==> src/gda_pkg.sv <==
`timescale 1ns / 1ps
// Shared types and constants for the Gregorian date advance block.
// Used by gda_mod400, gda_date_step and gregorian_date_advance; no dependencies.
package gda_pkg;

   localparam int unsigned REM_BITS     = 9;
   localparam int unsigned YEARS_CYCLE  = 400;
   localparam int unsigned YEARS_CENT   = 100;
   localparam int unsigned LAST_MONTH   = 12;
   localparam int unsigned MONTH_FEB    = 2;
   localparam int unsigned MONTH_APR    = 4;
   localparam int unsigned MONTH_JUN    = 6;
   localparam int unsigned MONTH_SEP    = 9;
   localparam int unsigned MONTH_NOV    = 11;
   localparam int unsigned DAYS_LONG    = 31;
   localparam int unsigned DAYS_SHORT   = 30;
   localparam int unsigned DAYS_FEB     = 28;
   localparam int unsigned DAYS_FEB_LEAP = 29;

   // Reciprocal of 400 rounded up and scaled by two to the power REM_SHIFT.
   localparam int unsigned REM_MAGIC    = 32'h51EB851F;
   localparam int unsigned REM_SHIFT    = 39;

   typedef enum logic [2:0] {
      ST_IDLE,
      ST_MOD,
      ST_CHECK,
      ST_STEP,
      ST_DONE
   } gda_state_type;

   typedef struct packed {
      logic date_valid;
      logic month_end;
      logic year_end;
      logic overflow;
   } gda_step_status_type;

endpackage

==> src/gda_mod400.sv <==
`timescale 1ns / 1ps
// Remainder of the year by 400 by reciprocal multiplication and multiply-back.
// Depends on gda_pkg.
module gda_mod400 #(
   parameter int unsigned YEAR_BITS = 16
) (
   input  logic                          clock,
   input  logic                          reset,
   input  logic                          start,
   input  logic [YEAR_BITS-1:0]          year,
   output logic [gda_pkg::REM_BITS-1:0]  rem,
   output logic                          done
);

   localparam int unsigned PROD_W = 63;
   localparam int unsigned QUO_W  = PROD_W - gda_pkg::REM_SHIFT;

   logic [1:0]                    cnt_ff;
   logic [YEAR_BITS-1:0]          yr_ff;
   logic [QUO_W-1:0]              quo_ff;
   logic [gda_pkg::REM_BITS-1:0]  rem_ff;
   logic [31:0]                   yr_wide;
   logic [PROD_W-1:0]             prod;
   logic [31:0]                   back;
   logic [31:0]                   diff;
   logic [QUO_W-1:0]              quo_in;
   logic [gda_pkg::REM_BITS-1:0]  rem_in;

   // With the constant rounded up, the shifted product is the exact quotient
   // for every year of up to 32 bits, so the difference always fits in nine bits.
   always_comb begin
      yr_wide = 32'(yr_ff);
      prod    = PROD_W'(yr_wide) * PROD_W'(gda_pkg::REM_MAGIC);
      quo_in  = prod[PROD_W-1:gda_pkg::REM_SHIFT];
      back    = 32'(quo_ff) * 32'(gda_pkg::YEARS_CYCLE);
      diff    = yr_wide - back;
      rem_in  = diff[gda_pkg::REM_BITS-1:0];
   end

   always_ff @(posedge clock) begin
      if (reset) begin
         cnt_ff <= '0;
      end else if (start) begin
         cnt_ff <= 2'd2;
      end else if (cnt_ff != '0) begin
         cnt_ff <= cnt_ff - 2'd1;
      end
   end

   // The quotient is registered first and the remainder after it, from that quotient.
   always_ff @(posedge clock) begin
      if (start) begin
         yr_ff <= year;
      end
      if (cnt_ff == 2'd2) begin
         quo_ff <= quo_in;
      end
      if (cnt_ff == 2'd1) begin
         rem_ff <= rem_in;
      end
   end

   assign rem  = rem_ff;
   assign done = (cnt_ff == '0);

endmodule

==> src/gda_date_step.sv <==
`timescale 1ns / 1ps
// Month length, date check and the one-day step of the current date.
// Depends on gda_pkg.
module gda_date_step #(
   parameter int unsigned YEAR_BITS = 16
) (
   input  logic [4:0]                      day,
   input  logic [3:0]                      month,
   input  logic [YEAR_BITS-1:0]            year,
   input  logic [gda_pkg::REM_BITS-1:0]    year_rem,
   output logic [4:0]                      next_day,
   output logic [3:0]                      next_month,
   output logic [YEAR_BITS-1:0]            next_year,
   output logic [gda_pkg::REM_BITS-1:0]    next_rem,
   output gda_pkg::gda_step_status_type    status
);

   logic       century;
   logic       leap;
   logic [4:0] month_len;

   always_comb begin
      // Year remainder by 400 tells both the century and the 400-year rule.
      century = (year_rem == gda_pkg::REM_BITS'(0))
             || (year_rem == gda_pkg::REM_BITS'(gda_pkg::YEARS_CENT))
             || (year_rem == gda_pkg::REM_BITS'(2 * gda_pkg::YEARS_CENT))
             || (year_rem == gda_pkg::REM_BITS'(3 * gda_pkg::YEARS_CENT));
      leap = ((year[1:0] == 2'b00) && !century)
          || (year_rem == gda_pkg::REM_BITS'(0));

      if (month == 4'(gda_pkg::MONTH_FEB)) begin
         month_len = leap ? 5'(gda_pkg::DAYS_FEB_LEAP) : 5'(gda_pkg::DAYS_FEB);
      end else if ((month == 4'(gda_pkg::MONTH_APR)) || (month == 4'(gda_pkg::MONTH_JUN))
                || (month == 4'(gda_pkg::MONTH_SEP)) || (month == 4'(gda_pkg::MONTH_NOV))) begin
         month_len = 5'(gda_pkg::DAYS_SHORT);
      end else begin
         month_len = 5'(gda_pkg::DAYS_LONG);
      end

      status.date_valid = (month != 4'd0) && (month <= 4'(gda_pkg::LAST_MONTH))
                       && (day != 5'd0) && (day <= month_len);
      status.month_end  = (day >= month_len);
      status.year_end   = status.month_end && (month >= 4'(gda_pkg::LAST_MONTH));
      status.overflow   = status.year_end && (year == '1);

      next_day   = day;
      next_month = month;
      next_year  = year;
      next_rem   = year_rem;
      if (!status.month_end) begin
         next_day = day + 5'd1;
      end else if (!status.year_end) begin
         next_day   = 5'd1;
         next_month = month + 4'd1;
      end else if (!status.overflow) begin
         next_day   = 5'd1;
         next_month = 4'd1;
         next_year  = year + YEAR_BITS'(1);
         if (year_rem == gda_pkg::REM_BITS'(gda_pkg::YEARS_CYCLE - 1)) begin
            next_rem = '0;
         end else begin
            next_rem = year_rem + gda_pkg::REM_BITS'(1);
         end
      end
   end

endmodule

==> src/gregorian_date_advance.sv <==
`timescale 1ns / 1ps
// Top level of the Gregorian date advance block: sequencer, date registers, count.
// Depends on gda_pkg, gda_mod400 and gda_date_step.

// The block takes one item at a time and answers it with one result item.
// After acceptance the remainder-by-400 unit sets up the leap-year rule: a
// reciprocal multiplication, a multiply-back and subtract, and then its
// report of done. The start date is checked next, and the date step unit
// then advances the date one day at a time until the count runs out, before
// the result is offered. An invalid start date goes straight to the result
// after the check, and a year overflow ends the stepping early. The block is
// not ready for the next item until the result has been taken; it is ready
// again in the cycle after that.
module gregorian_date_advance #(
   parameter int unsigned YEAR_BITS  = 16,
   parameter int unsigned COUNT_BITS = 16
) (
   input  logic                   clock,
   input  logic                   reset,
   input  logic                   req_valid,
   output logic                   req_ready,
   input  logic [4:0]             req_start_day,
   input  logic [3:0]             req_start_month,
   input  logic [YEAR_BITS-1:0]   req_start_year,
   input  logic [COUNT_BITS-1:0]  req_days_ahead,
   output logic                   rsp_valid,
   input  logic                   rsp_ready,
   output logic [4:0]             rsp_result_day,
   output logic [3:0]             rsp_result_month,
   output logic [YEAR_BITS-1:0]   rsp_result_year,
   output logic                   rsp_date_error
);

   gda_pkg::gda_state_type state_ff, state_in;

   logic [4:0]                      day_ff,   day_in;
   logic [3:0]                      month_ff, month_in;
   logic [YEAR_BITS-1:0]            year_ff,  year_in;
   logic [gda_pkg::REM_BITS-1:0]    rem_ff,   rem_in;
   logic [COUNT_BITS-1:0]           cnt_ff,   cnt_in;
   logic                            err_ff,   err_in;

   logic                            mod_start;
   logic                            mod_done;
   logic [gda_pkg::REM_BITS-1:0]    mod_rem;
   logic [gda_pkg::REM_BITS-1:0]    step_rem;
   logic [4:0]                      nx_day;
   logic [3:0]                      nx_month;
   logic [YEAR_BITS-1:0]            nx_year;
   logic [gda_pkg::REM_BITS-1:0]    nx_rem;
   gda_pkg::gda_step_status_type    step_status;

   gda_mod400 #(.YEAR_BITS(YEAR_BITS)) u_mod400 (
      .clock (clock),
      .reset (reset),
      .start (mod_start),
      .year  (req_start_year),
      .rem   (mod_rem),
      .done  (mod_done)
   );

   // During the check the remainder comes fresh from the remainder unit.
   assign step_rem = (state_ff == gda_pkg::ST_CHECK) ? mod_rem : rem_ff;

   gda_date_step #(.YEAR_BITS(YEAR_BITS)) u_step (
      .day        (day_ff),
      .month      (month_ff),
      .year       (year_ff),
      .year_rem   (step_rem),
      .next_day   (nx_day),
      .next_month (nx_month),
      .next_year  (nx_year),
      .next_rem   (nx_rem),
      .status     (step_status)
   );

   always_ff @(posedge clock) begin
      if (reset) begin
         state_ff <= gda_pkg::ST_IDLE;
      end else begin
         state_ff <= state_in;
      end
   end

   always_ff @(posedge clock) begin
      day_ff   <= day_in;
      month_ff <= month_in;
      year_ff  <= year_in;
      rem_ff   <= rem_in;
      cnt_ff   <= cnt_in;
      err_ff   <= err_in;
   end

   always_comb begin
      state_in  = state_ff;
      day_in    = day_ff;
      month_in  = month_ff;
      year_in   = year_ff;
      rem_in    = rem_ff;
      cnt_in    = cnt_ff;
      err_in    = err_ff;
      mod_start = 1'b0;
      req_ready = 1'b0;
      rsp_valid = 1'b0;
      unique case (state_ff)
         gda_pkg::ST_IDLE: begin
            req_ready = 1'b1;
            if (req_valid) begin
               mod_start = 1'b1;
               day_in    = req_start_day;
               month_in  = req_start_month;
               year_in   = req_start_year;
               cnt_in    = req_days_ahead;
               err_in    = 1'b0;
               state_in  = gda_pkg::ST_MOD;
            end
         end
         gda_pkg::ST_MOD: begin
            if (mod_done) begin
               state_in = gda_pkg::ST_CHECK;
            end
         end
         gda_pkg::ST_CHECK: begin
            rem_in = mod_rem;
            if (!step_status.date_valid) begin
               err_in   = 1'b1;
               state_in = gda_pkg::ST_DONE;
            end else begin
               state_in = gda_pkg::ST_STEP;
            end
         end
         gda_pkg::ST_STEP: begin
            if (cnt_ff == '0) begin
               state_in = gda_pkg::ST_DONE;
            end else if (step_status.overflow) begin
               err_in   = 1'b1;
               state_in = gda_pkg::ST_DONE;
            end else begin
               day_in   = nx_day;
               month_in = nx_month;
               year_in  = nx_year;
               rem_in   = nx_rem;
               cnt_in   = cnt_ff - COUNT_BITS'(1);
            end
         end
         gda_pkg::ST_DONE: begin
            rsp_valid = 1'b1;
            if (rsp_ready) begin
               state_in = gda_pkg::ST_IDLE;
            end
         end
         default: begin
            state_in = gda_pkg::ST_IDLE;
         end
      endcase
   end

   // On error every date field of the result item reads as zero.
   assign rsp_result_day   = err_ff ? 5'd0 : day_ff;
   assign rsp_result_month = err_ff ? 4'd0 : month_ff;
   assign rsp_result_year  = err_ff ? '0 : year_ff;
   assign rsp_date_error   = err_ff;

   a_no_overlap : assert property (@(posedge clock) disable iff (reset)
      !(req_ready && rsp_valid))
      else $error("ready and result valid high together");

   a_error_zero : assert property (@(posedge clock) disable iff (reset)
      (rsp_valid && rsp_date_error) |->
         (rsp_result_day == 5'd0) && (rsp_result_month == 4'd0) && (rsp_result_year == '0))
      else $error("error result carries a non-zero date");

   a_result_valid_date : assert property (@(posedge clock) disable iff (reset)
      (rsp_valid && !rsp_date_error) |->
         (rsp_result_day != 5'd0) && (rsp_result_month != 4'd0)
         && (rsp_result_month <= 4'(gda_pkg::LAST_MONTH)))
      else $error("good result carries an impossible date");

   a_step_after_check : assert property (@(posedge clock) disable iff (reset)
      (state_ff == gda_pkg::ST_CHECK) |-> mod_done)
      else $error("date check started before the remainder was ready");

endmodule
==> config.mk <==
export PLATFORM = sky130hd
export DESIGN_NAME = gregorian_date_advance
export DESIGN_NICKNAME = d
export VERILOG_FILES = /design/src/gda_pkg.sv /design/src/gda_mod400.sv /design/src/gda_date_step.sv /design/src/gregorian_date_advance.sv
export SDC_FILE = /design/constraint.sdc
export NUM_CORES = 1
export LEC_CHECK = 0
export BUFFER_PORTS_ARGS = -buffer_cell sky130_fd_sc_hd__buf_2
export CAP_MARGIN = 25
export CORE_ASPECT_RATIO = 1.75
export CORE_MARGIN = 1.5
export CORE_UTILIZATION = 56
export CTS_CLUSTER_DIAMETER = 40
export DETAILED_ROUTE_END_ITERATION = 10
export PLACE_DENSITY = 0.77
export SETUP_SLACK_MARGIN = 0.15
export SKIP_LAST_GASP = 1
export SLEW_MARGIN = 0
export SYNTH_ARGS = -nofsm -noshare
export SYNTH_HDL_FRONTEND = slang
export SYNTH_SLANG_ARGS = --single-unit
==> constraint.sdc <==
create_clock -name clock -period 10.1 [get_ports clock]
set_input_delay 2.02 -clock clock [delete_from_list [all_inputs] [get_ports clock]]
set_output_delay 2.02 -clock clock [all_outputs]
set_load 0.1 [all_outputs]
==> results of run 1 <==
==> layer usage <==
metal / part of all wire / global-route usage / vias to the layer above
met2: 0.53 / 0.546 / 307
met3: 0.040 / 0.0343 / 134
li1: - / - / 3969
met1: 0.32 / 0.303 / 4249
met4: 0.10 / 0.269 / 0
met5: 0 / 0 / -
==> metrics by stage <==
stage / area, um2 / worst slack (ns)
3_3_place_gp: 12300 / 4.06
5_1_grt: 12600 / 3.81
6_report: 12600 / 3.99
2_1_floorplan: 11700 / 4.39
4_1_cts: 12600 / 3.99
3_5_place_dp: 12300 / 3.98
==> critical path: cells and delay by family (launching register included) <==
kind / cells / cell delay (ns)
AO/OA/AOI/OAI: 6 / 1.35
XOR/XNOR: 1 / 0.11
adder cells (fa/ha/maj): 7 / 3.70
flip-flops: 1 / 0.56
buffers and inverters: 2 / 0.15
==> worst max path at each step <==
stage	from	to	slack, ns
2_1_floorplan	u_mod400.yr_ff[4]$_DFFE_PP_	u_mod400.quo_ff[3]$_DFFE_PN_	4.39
3_3_place_gp	u_mod400.yr_ff[10]$_DFFE_PP_	u_mod400.quo_ff[3]$_DFFE_PN_	4.06
3_5_place_dp	u_mod400.yr_ff[10]$_DFFE_PP_	u_mod400.quo_ff[3]$_DFFE_PN_	3.98
4_1_cts	u_mod400.yr_ff[10]$_DFFE_PP_	u_mod400.quo_ff[3]$_DFFE_PN_	3.99
5_1_grt	u_mod400.yr_ff[4]$_DFFE_PP_	u_mod400.quo_ff[3]$_DFFE_PN_	3.81
6_report	u_mod400.yr_ff[10]$_DFFE_PP_	u_mod400.quo_ff[3]$_DFFE_PN_	3.99
==> cells by family after synthesis <==
logic type | share of synthesized area
flops | 0.216
buf+inv | 0.0834
compound gates | 0.0905
mux | 0.00950
fa+ha+maj | 0.453
simple gates | 0.109
xor+xnor | 0.0389
==> cell usage after synthesis, drive strengths merged (10+ instances only) <==
cell type	instances
ha	186
clkbuf	17
nor2	41
inv	236
nor3	10
o21ai	51
nand2	82
a21oi	42
fa	149
nand4	12
edfxtp	81
xnor2	36
mux2i	10
nand3	22
nor2b	23
a21o	19
xor2	16
and3	12
==> area by class of cell <==
class,count,area [um2]
inverter,236,886
sequential,86,2530
timing repair buffer,75,383
fill,1678,7850
clock buffer,9,225
clock inverter,7,56.3
tap,248,310
multi-input combinational,811,8210
==> cells in the final DEF, fill, tap and decap left out, types with 7 or more instances in the layout <==
cell / n
mux2i_1: 10
xnor2_1: 36
nor2_1: 41
xor2_1: 16
nand4_1: 12
and3_1: 12
nor2b_1: 23
nand2_1: 81
edfxtp_1: 81
nor3_1: 8
fa_1: 149
nand3_1: 22
buf_2: 72
clkbuf_16: 9
ha_1: 186
o21ai_0: 51
a21o_1: 19
a21oi_1: 42
a211oi_1: 7
inv_1: 236
==> state kept, by name (all words and copies together) (netlist names) <==
signal           count
cnt_ff              16
u_mod400.yr_ff      16
year_ff             16
rem_ff               9
u_mod400.rem         9
day_ff               5
u_mod400.quo_ff      5
month_ff             4
state_ff             3
u_mod400.cnt_ff      2
rsp_date_error       1
==> run summary, run 1 <==
• finished clean — result of the run
• 21.6 um — average wire per standard cell
• fa_1 — Crit path top cell by count
• register to register — worst min path class
• 0.0940 — share of post-route cells with drive strength above 1
• edfxtp_1 — Top FF cell, synth
• 0.0117 mm2 — post-synthesis cell area
• 0 — Hold Vio Cnt, Final
• 0 — global-route congestion overflow total
• 86 — flop and latch count out of synthesis
• 85 — largest net degree at the start of global routing
• fa_1 — critical path's slowest cell
• 1472 — non-filler cells in the finished layout
• 2 — buffer depth of the longest clock path
• 16 — worst reg-to-reg path cell count
• 9 — clock buffers created by TritonCTS
• 6.11 ns — final period demand of the worst path
• 0.254 — fraction of post-synthesis cell area in the top cell type by area
• u_mod400.cnt_ff[1]$_SDFFE_PP0P_ — Worst Hold Endpoint
• 2 — hold depth
• 0 — Setup Buffers After CTS
• fa_1, inv_1, fa_1, inv_1, fa_1, fa_1, fa_1, fa_1, ha_1, a21o_1, a21o_1, a221oi_1, o21a_1, o41ai_1, a311oi_1, xnor2_1 — ordered list of cells on the worst path
• 0.996 — final weighted congestion in routability-driven placement
• u_mod400.cnt_ff[0]$_SDFFE_PP0N_ — hold_sp
• 49400 um — wire length of the first global-routing pass
• 26900 um — estimated wirelength of the detail-placed design
• 3 — depth of the CTS H-tree
• 81 — EDFF count, synth
• 0 — DRT antenna net count
• 1156 — post-synthesis cell count
• 0 — diodes inserted
• 10.1 um2 — Mapped Avg Cell Area
• 0.216 — sequential share of the synthesized area
• register to register — kind of critical path
• 0 — pins over their slew limit
• 1456 — DP Cell Count
• 6 — critical-path maximum fanout
• 112 um — floorplan die width
• 0.82 ns — Slowest Stage Delay on Critical Path
• 0.36 ns — Worst-Skew Late Latency
• fa_1 25%, edfxtp_1 21%, ha_1 20% — top post-synthesis cells by area
• 72 — count of input and output buffers
• register — type of origin of the critical path
• 328 — violation count after the first detailed-route iteration
• 0 — number of synthesis warnings
• 0 — number of buffers inserted by hold repair at cts
• 10.21 ns — CP required
• 194 um — die height
• 5 — detailed-router iteration count before antenna repair
• 1599 — layout net count
• 73 — # IOs
• register — nature of the critical path endpoint
• 0 — fraction of registers with async set/reset
• 8659 — total number of vias
• 0.573 — initial cell density of the core
• yes — CTS tree
• 0 ns — setup total negative slack
• u_mod400.quo_ff[3]$_DFFE_PN_ — endpoint of the most critical register-to-register path
• 86 — CTS Sinks
• 0 — remaining design rule violation count
• 0 — count of maximum capacitance violations
• 0.164 GHz — Max Clk Rate
• 5.88 — post-detailed-route via-to-cell ratio
• 9354 — via count of the first global-routing pass
• 0.616 — Final Util
• 1.02 ns — actual slew at the worst max-slew pin
• 0 — post-cts sizing count
• 0.08 ns — clock transition at the registers of the reported paths
• fa_1 — cell accounting for the most synthesized area
• 0.303 — global-route usage over all layers
• 6.22 ns — CP arrival
• 7.56% — layout overhead on the synthesized area
• u_mod400.yr_ff[10]$_DFFE_PP_ — startpoint of the worst register-to-register path
• 0.0114 ns — clock skew after layout
• 0.0205 mm2 — area of the core
• 69 — row count
• 0.0218 mm2 — area of the die
• clkbuf_16 — root cell of the clock tree
• 31800 um — routed wire length
• 0.605 — final critical-path share of the clock period
• 1536 — Post-Synthesis Net Count
• no — unrepaired setup endpoints after global routing
• 0 — antenna violations before repair
• 0 — # setup viols final
• 0.316 — Relative slew margins
• 0.550 ns — minimum hold slack
• 3.99 ns — register-to-register path setup slack
• 64 — count of unique library cells instantiated by Yosys
Power of run 1 is not shown: default switching activity piles up to over one toggle a cycle in this logic, so the estimate is an artifact.
==> run 2, diff against run 1 <==
ABC_AREA = 1   (was default)
clock period = 5.7 ns   (was 10.1 ns; I/O delays follow)
==> run summary, run 2 <==
• finished clean — result of the run
• u_mod400.quo_ff[1]$_DFFE_PN_ — endpoint of the most critical register-to-register path
• 0.110 — share of post-route cells with drive strength above 1, +0.0163
• 1.03 — final weighted congestion in routability-driven placement, +3.1%
• 0.237 — fraction of post-synthesis cell area in the top cell type by area, -0.0174
• 0 — pins over their slew limit, unchanged
• register to register — worst min path class
• 73 — # IOs, unchanged
• register — type of origin of the critical path
• 5.39 ns — final period demand of the worst path, -0.716 ns
• 8 — detailed-router iteration count before antenna repair, +3
• 1.06 ns — actual slew at the worst max-slew pin, +0.0377 ns
• 0.0145 ns — clock skew after layout, +0.00302 ns
• 0 ns — setup total negative slack, unchanged
• 9 — clock buffers created by TritonCTS, unchanged
• clkbuf_16 — root cell of the clock tree
• 0.0234 mm2 — area of the die, +7.2%
• 20 — worst reg-to-reg path cell count, +4
• 337 x inv_1, 279 x nand2_1, 181 x ha_1 — most used cells in the layout excluding fill and tap cells
• 4 — number of buffers and inverters on the critical path, +2
• cnt_ff: 16 flops, u_mod400.yr_ff: 16 flops, year_ff: 16 flops — registers with the most flip-flops
• 0 — Hold Vio Cnt, Final, unchanged
• 0 — remaining design rule violation count, unchanged
• 10.3% — layout overhead on the synthesized area
• 0.320 — global-route usage over all layers, +0.0171
• 0 — global-route congestion overflow total, unchanged
• 5.83 ns — CP required, -4.38 ns
• 1872 — Post-Synthesis Net Count, +22%
• 0.946 — final critical-path share of the clock period, +0.341
• yes — unrepaired setup endpoints after global routing
• 0.186 GHz — Max Clk Rate, +13%
• 3 — depth of the CTS H-tree, unchanged
• 0.201 — sequential share of the synthesized area, -0.0147
• 72 — count of input and output buffers, unchanged
• 1971 — layout net count, +23%
• 11088 — via count of the first global-routing pass, +19%
• 681 — violation count after the first detailed-route iteration, +110%
• 0 — number of buffers inserted by hold repair at cts, unchanged
• 86 — CTS Sinks, unchanged
• 10343 — total number of vias, +19%
• 4 — critical-path maximum fanout, -2
• 19.0 um — average wire per standard cell, -12%
• 116 um — floorplan die width, +3.5%
• 0.59 ns — Slowest Stage Delay on Critical Path, -0.23 ns
• fa_1 24%, edfxtp_1 19%, ha_1 19% — top post-synthesis cells by area
• register to register — kind of critical path
• 0 — count of maximum capacitance violations, unchanged
• 201 um — die height, +3.5%
• 86 — flop and latch count out of synthesis, unchanged
• inv_1 — leading cell type in the layout, fill and taps excluded
• 55800 um — wire length of the first global-routing pass, +13%
• 0 — DRT antenna net count, unchanged
• 0.294 — Relative slew margins, -0.0221
• 0 — number of synthesis warnings, unchanged
• 0 — # setup viols final, unchanged
• register — nature of the critical path endpoint
• 42 — count of unique library cells instantiated by Yosys, -34%
• 1492 — post-synthesis cell count, +29%
• 30500 um — estimated wirelength of the detail-placed design, +13%
• 68 — largest net degree at the start of global routing, -20%
• yes — CTS tree
• buf_4, buf_4, ha_1, fa_1, inv_1, fa_1, inv_1, fa_1, fa_1, ha_1, ha_1, nand2_1, nor2_1, nand3_1, nor2_1, nand2_1, nor2_1, nand2_1, nand4_1, nand2_1 — ordered list of cells on the worst path
• 0.37 ns — Worst-Skew Late Latency, about the same
• 0.0126 mm2 — post-synthesis cell area, +7.3%
• 2 — buffer depth of the longest clock path, unchanged
• 0.00875 mm2 — area occupied by multi-input gates, +6.5%
• 36000 um — routed wire length, +13%
• 0 — fraction of registers with async set/reset, unchanged
• inv_1 — most frequent cell after synthesis
• 72 — row count, +4.3%
• edfxtp_1 — Top FF cell, synth
• u_mod400.yr_ff[14]$_DFFE_PP_ — crit path launch
• u_mod400.yr_ff[14]$_DFFE_PP_ — startpoint of the worst register-to-register path
• 5.46 — post-detailed-route via-to-cell ratio, -7.2%
• fa_1 — cell accounting for the most synthesized area
• 0.0221 mm2 — area of the core, +7.9%
• 81 — EDFF count, synth, unchanged
• 0.31 ns — register-to-register path setup slack, -3.68 ns
• 0.00253 mm2 — FF/Latch Area, unchanged
• 2 — antenna violations before repair, +2
• 8.43 um2 — Mapped Avg Cell Area, -17%
• 342 x inv_1, 279 x nand2_1, 186 x ha_1 — most common library cells after synthesis
• u_mod400.quo_ff[1]$_DFFE_PN_ — Critical Path Sink
• 20 — stages on the worst setup path, +4
• adder cells — cell family with most CP delay
• 0.570 — initial cell density of the core, -0.00291
• 1842 — fill cell total of the finished layout, +9.8%
• 0.08 ns — clock transition at the registers of the reported paths, about the same
• fa_1 — critical path's slowest cell
• 5.52 ns — CP arrival, -0.70 ns
run 2: changes by cell type in the layout (fill, tap and decap cells not counted), sizes merged, moves of 9 or more:
| cell | delta |
|---|---|
| nand2 | +208 |
| a21o | -16 |
| o21ai | +11 |
| xnor2 | -25 |
| inv | +109 |
| xor2 | +9 |
| buf | +29 |
| nand3 | +40 |
| mux2i | -10 |
| nor2b | -23 |
| and3 | -11 |
| nor3 | +13 |
| nor2 | +98 |
run 2: layout make-up:
class / count / share of cell area
inverters: 344 / 0.0933
diodes: 2 / 0.000361
multi-input cells: 1045 / 0.631
flip-flops and latches: 86 / 0.183
well taps: 296 / 0.0267
repair buffers: 105 / 0.0437
clock buffers: 9 / 0.0162
clock inverters: 7 / 0.00640
run 2: cells by family (layout without fill, tap and decap cells):
family	after synthesis	after routing	synth area share
AOI/OAI and AO/OA	133	133	0.0574
adders and majority gates	335	335	0.422
xor gates and xnor gates	36	36	0.0251
buffers and inverters	361	465	0.111
other	0	2	0
and+or+nand+nor	541	541	0.184
DFF	86	86	0.201
run 2: worst reg2reg max path: cells and delay by family (launching register included):
family	cells	cell delay [ns]
and+or+nand+nor	9	1.14
DFF	1	0.45
buffers and inverters	4	0.44
adders and majority gates	7	3.10
run 2: worst min-delay path by stage:
stage | from | end | slack (ns) | depth (start not counted)
6_report | u_mod400.cnt_ff[0]$_SDFFE_PP0N_ | u_mod400.cnt_ff[1]$_SDFFE_PP0P_ | 0.49 | 2
5_1_grt | u_mod400.cnt_ff[1]$_SDFFE_PP0P_ | u_mod400.cnt_ff[1]$_SDFFE_PP0P_ | 0.52 | 2
4_1_cts | u_mod400.cnt_ff[1]$_SDFFE_PP0P_ | u_mod400.cnt_ff[1]$_SDFFE_PP0P_ | 0.49 | 2
3_5_place_dp | u_mod400.cnt_ff[1]$_SDFFE_PP0P_ | u_mod400.cnt_ff[1]$_SDFFE_PP0P_ | 0.48 | 2
3_3_place_gp | u_mod400.cnt_ff[0]$_SDFFE_PP0N_ | u_mod400.cnt_ff[1]$_SDFFE_PP0P_ | 0.46 | 2
2_1_floorplan | u_mod400.cnt_ff[0]$_SDFFE_PP0N_ | u_mod400.cnt_ff[1]$_SDFFE_PP0P_ | 0.44 | 2
run 2: through the flow:
step	hold slack (ns)	cells	worst slack (ns)	area (um2)	util
2_1_floorplan	0.444	1492	0.508	12600	-
3_3_place_gp	0.461	1862	0.267	13400	0.606
3_5_place_dp	0.478	1862	0.185	13400	0.606
4_1_cts	0.488	1878	0.160	13700	0.620
5_1_grt	0.524	1894	0.0741	13900	0.629
6_report	0.485	1894	0.310	13900	0.629
run 2: metal layers:
layer  vias to the layer above  part of all wire  track usage
li1                       4879                 -            -
met1                      4905              0.32        0.306
met2                       381              0.54        0.587
met3                       178             0.040       0.0395
met4                         0              0.10        0.268
met5                         -                 0            0
run 2: repair_timing:
action,in CTS,in global routing
setup buffers,0,13
endpoints found under the setup margin,0,5
gates resized for setup,0,24
Power of run 2 is left out for the same reason.
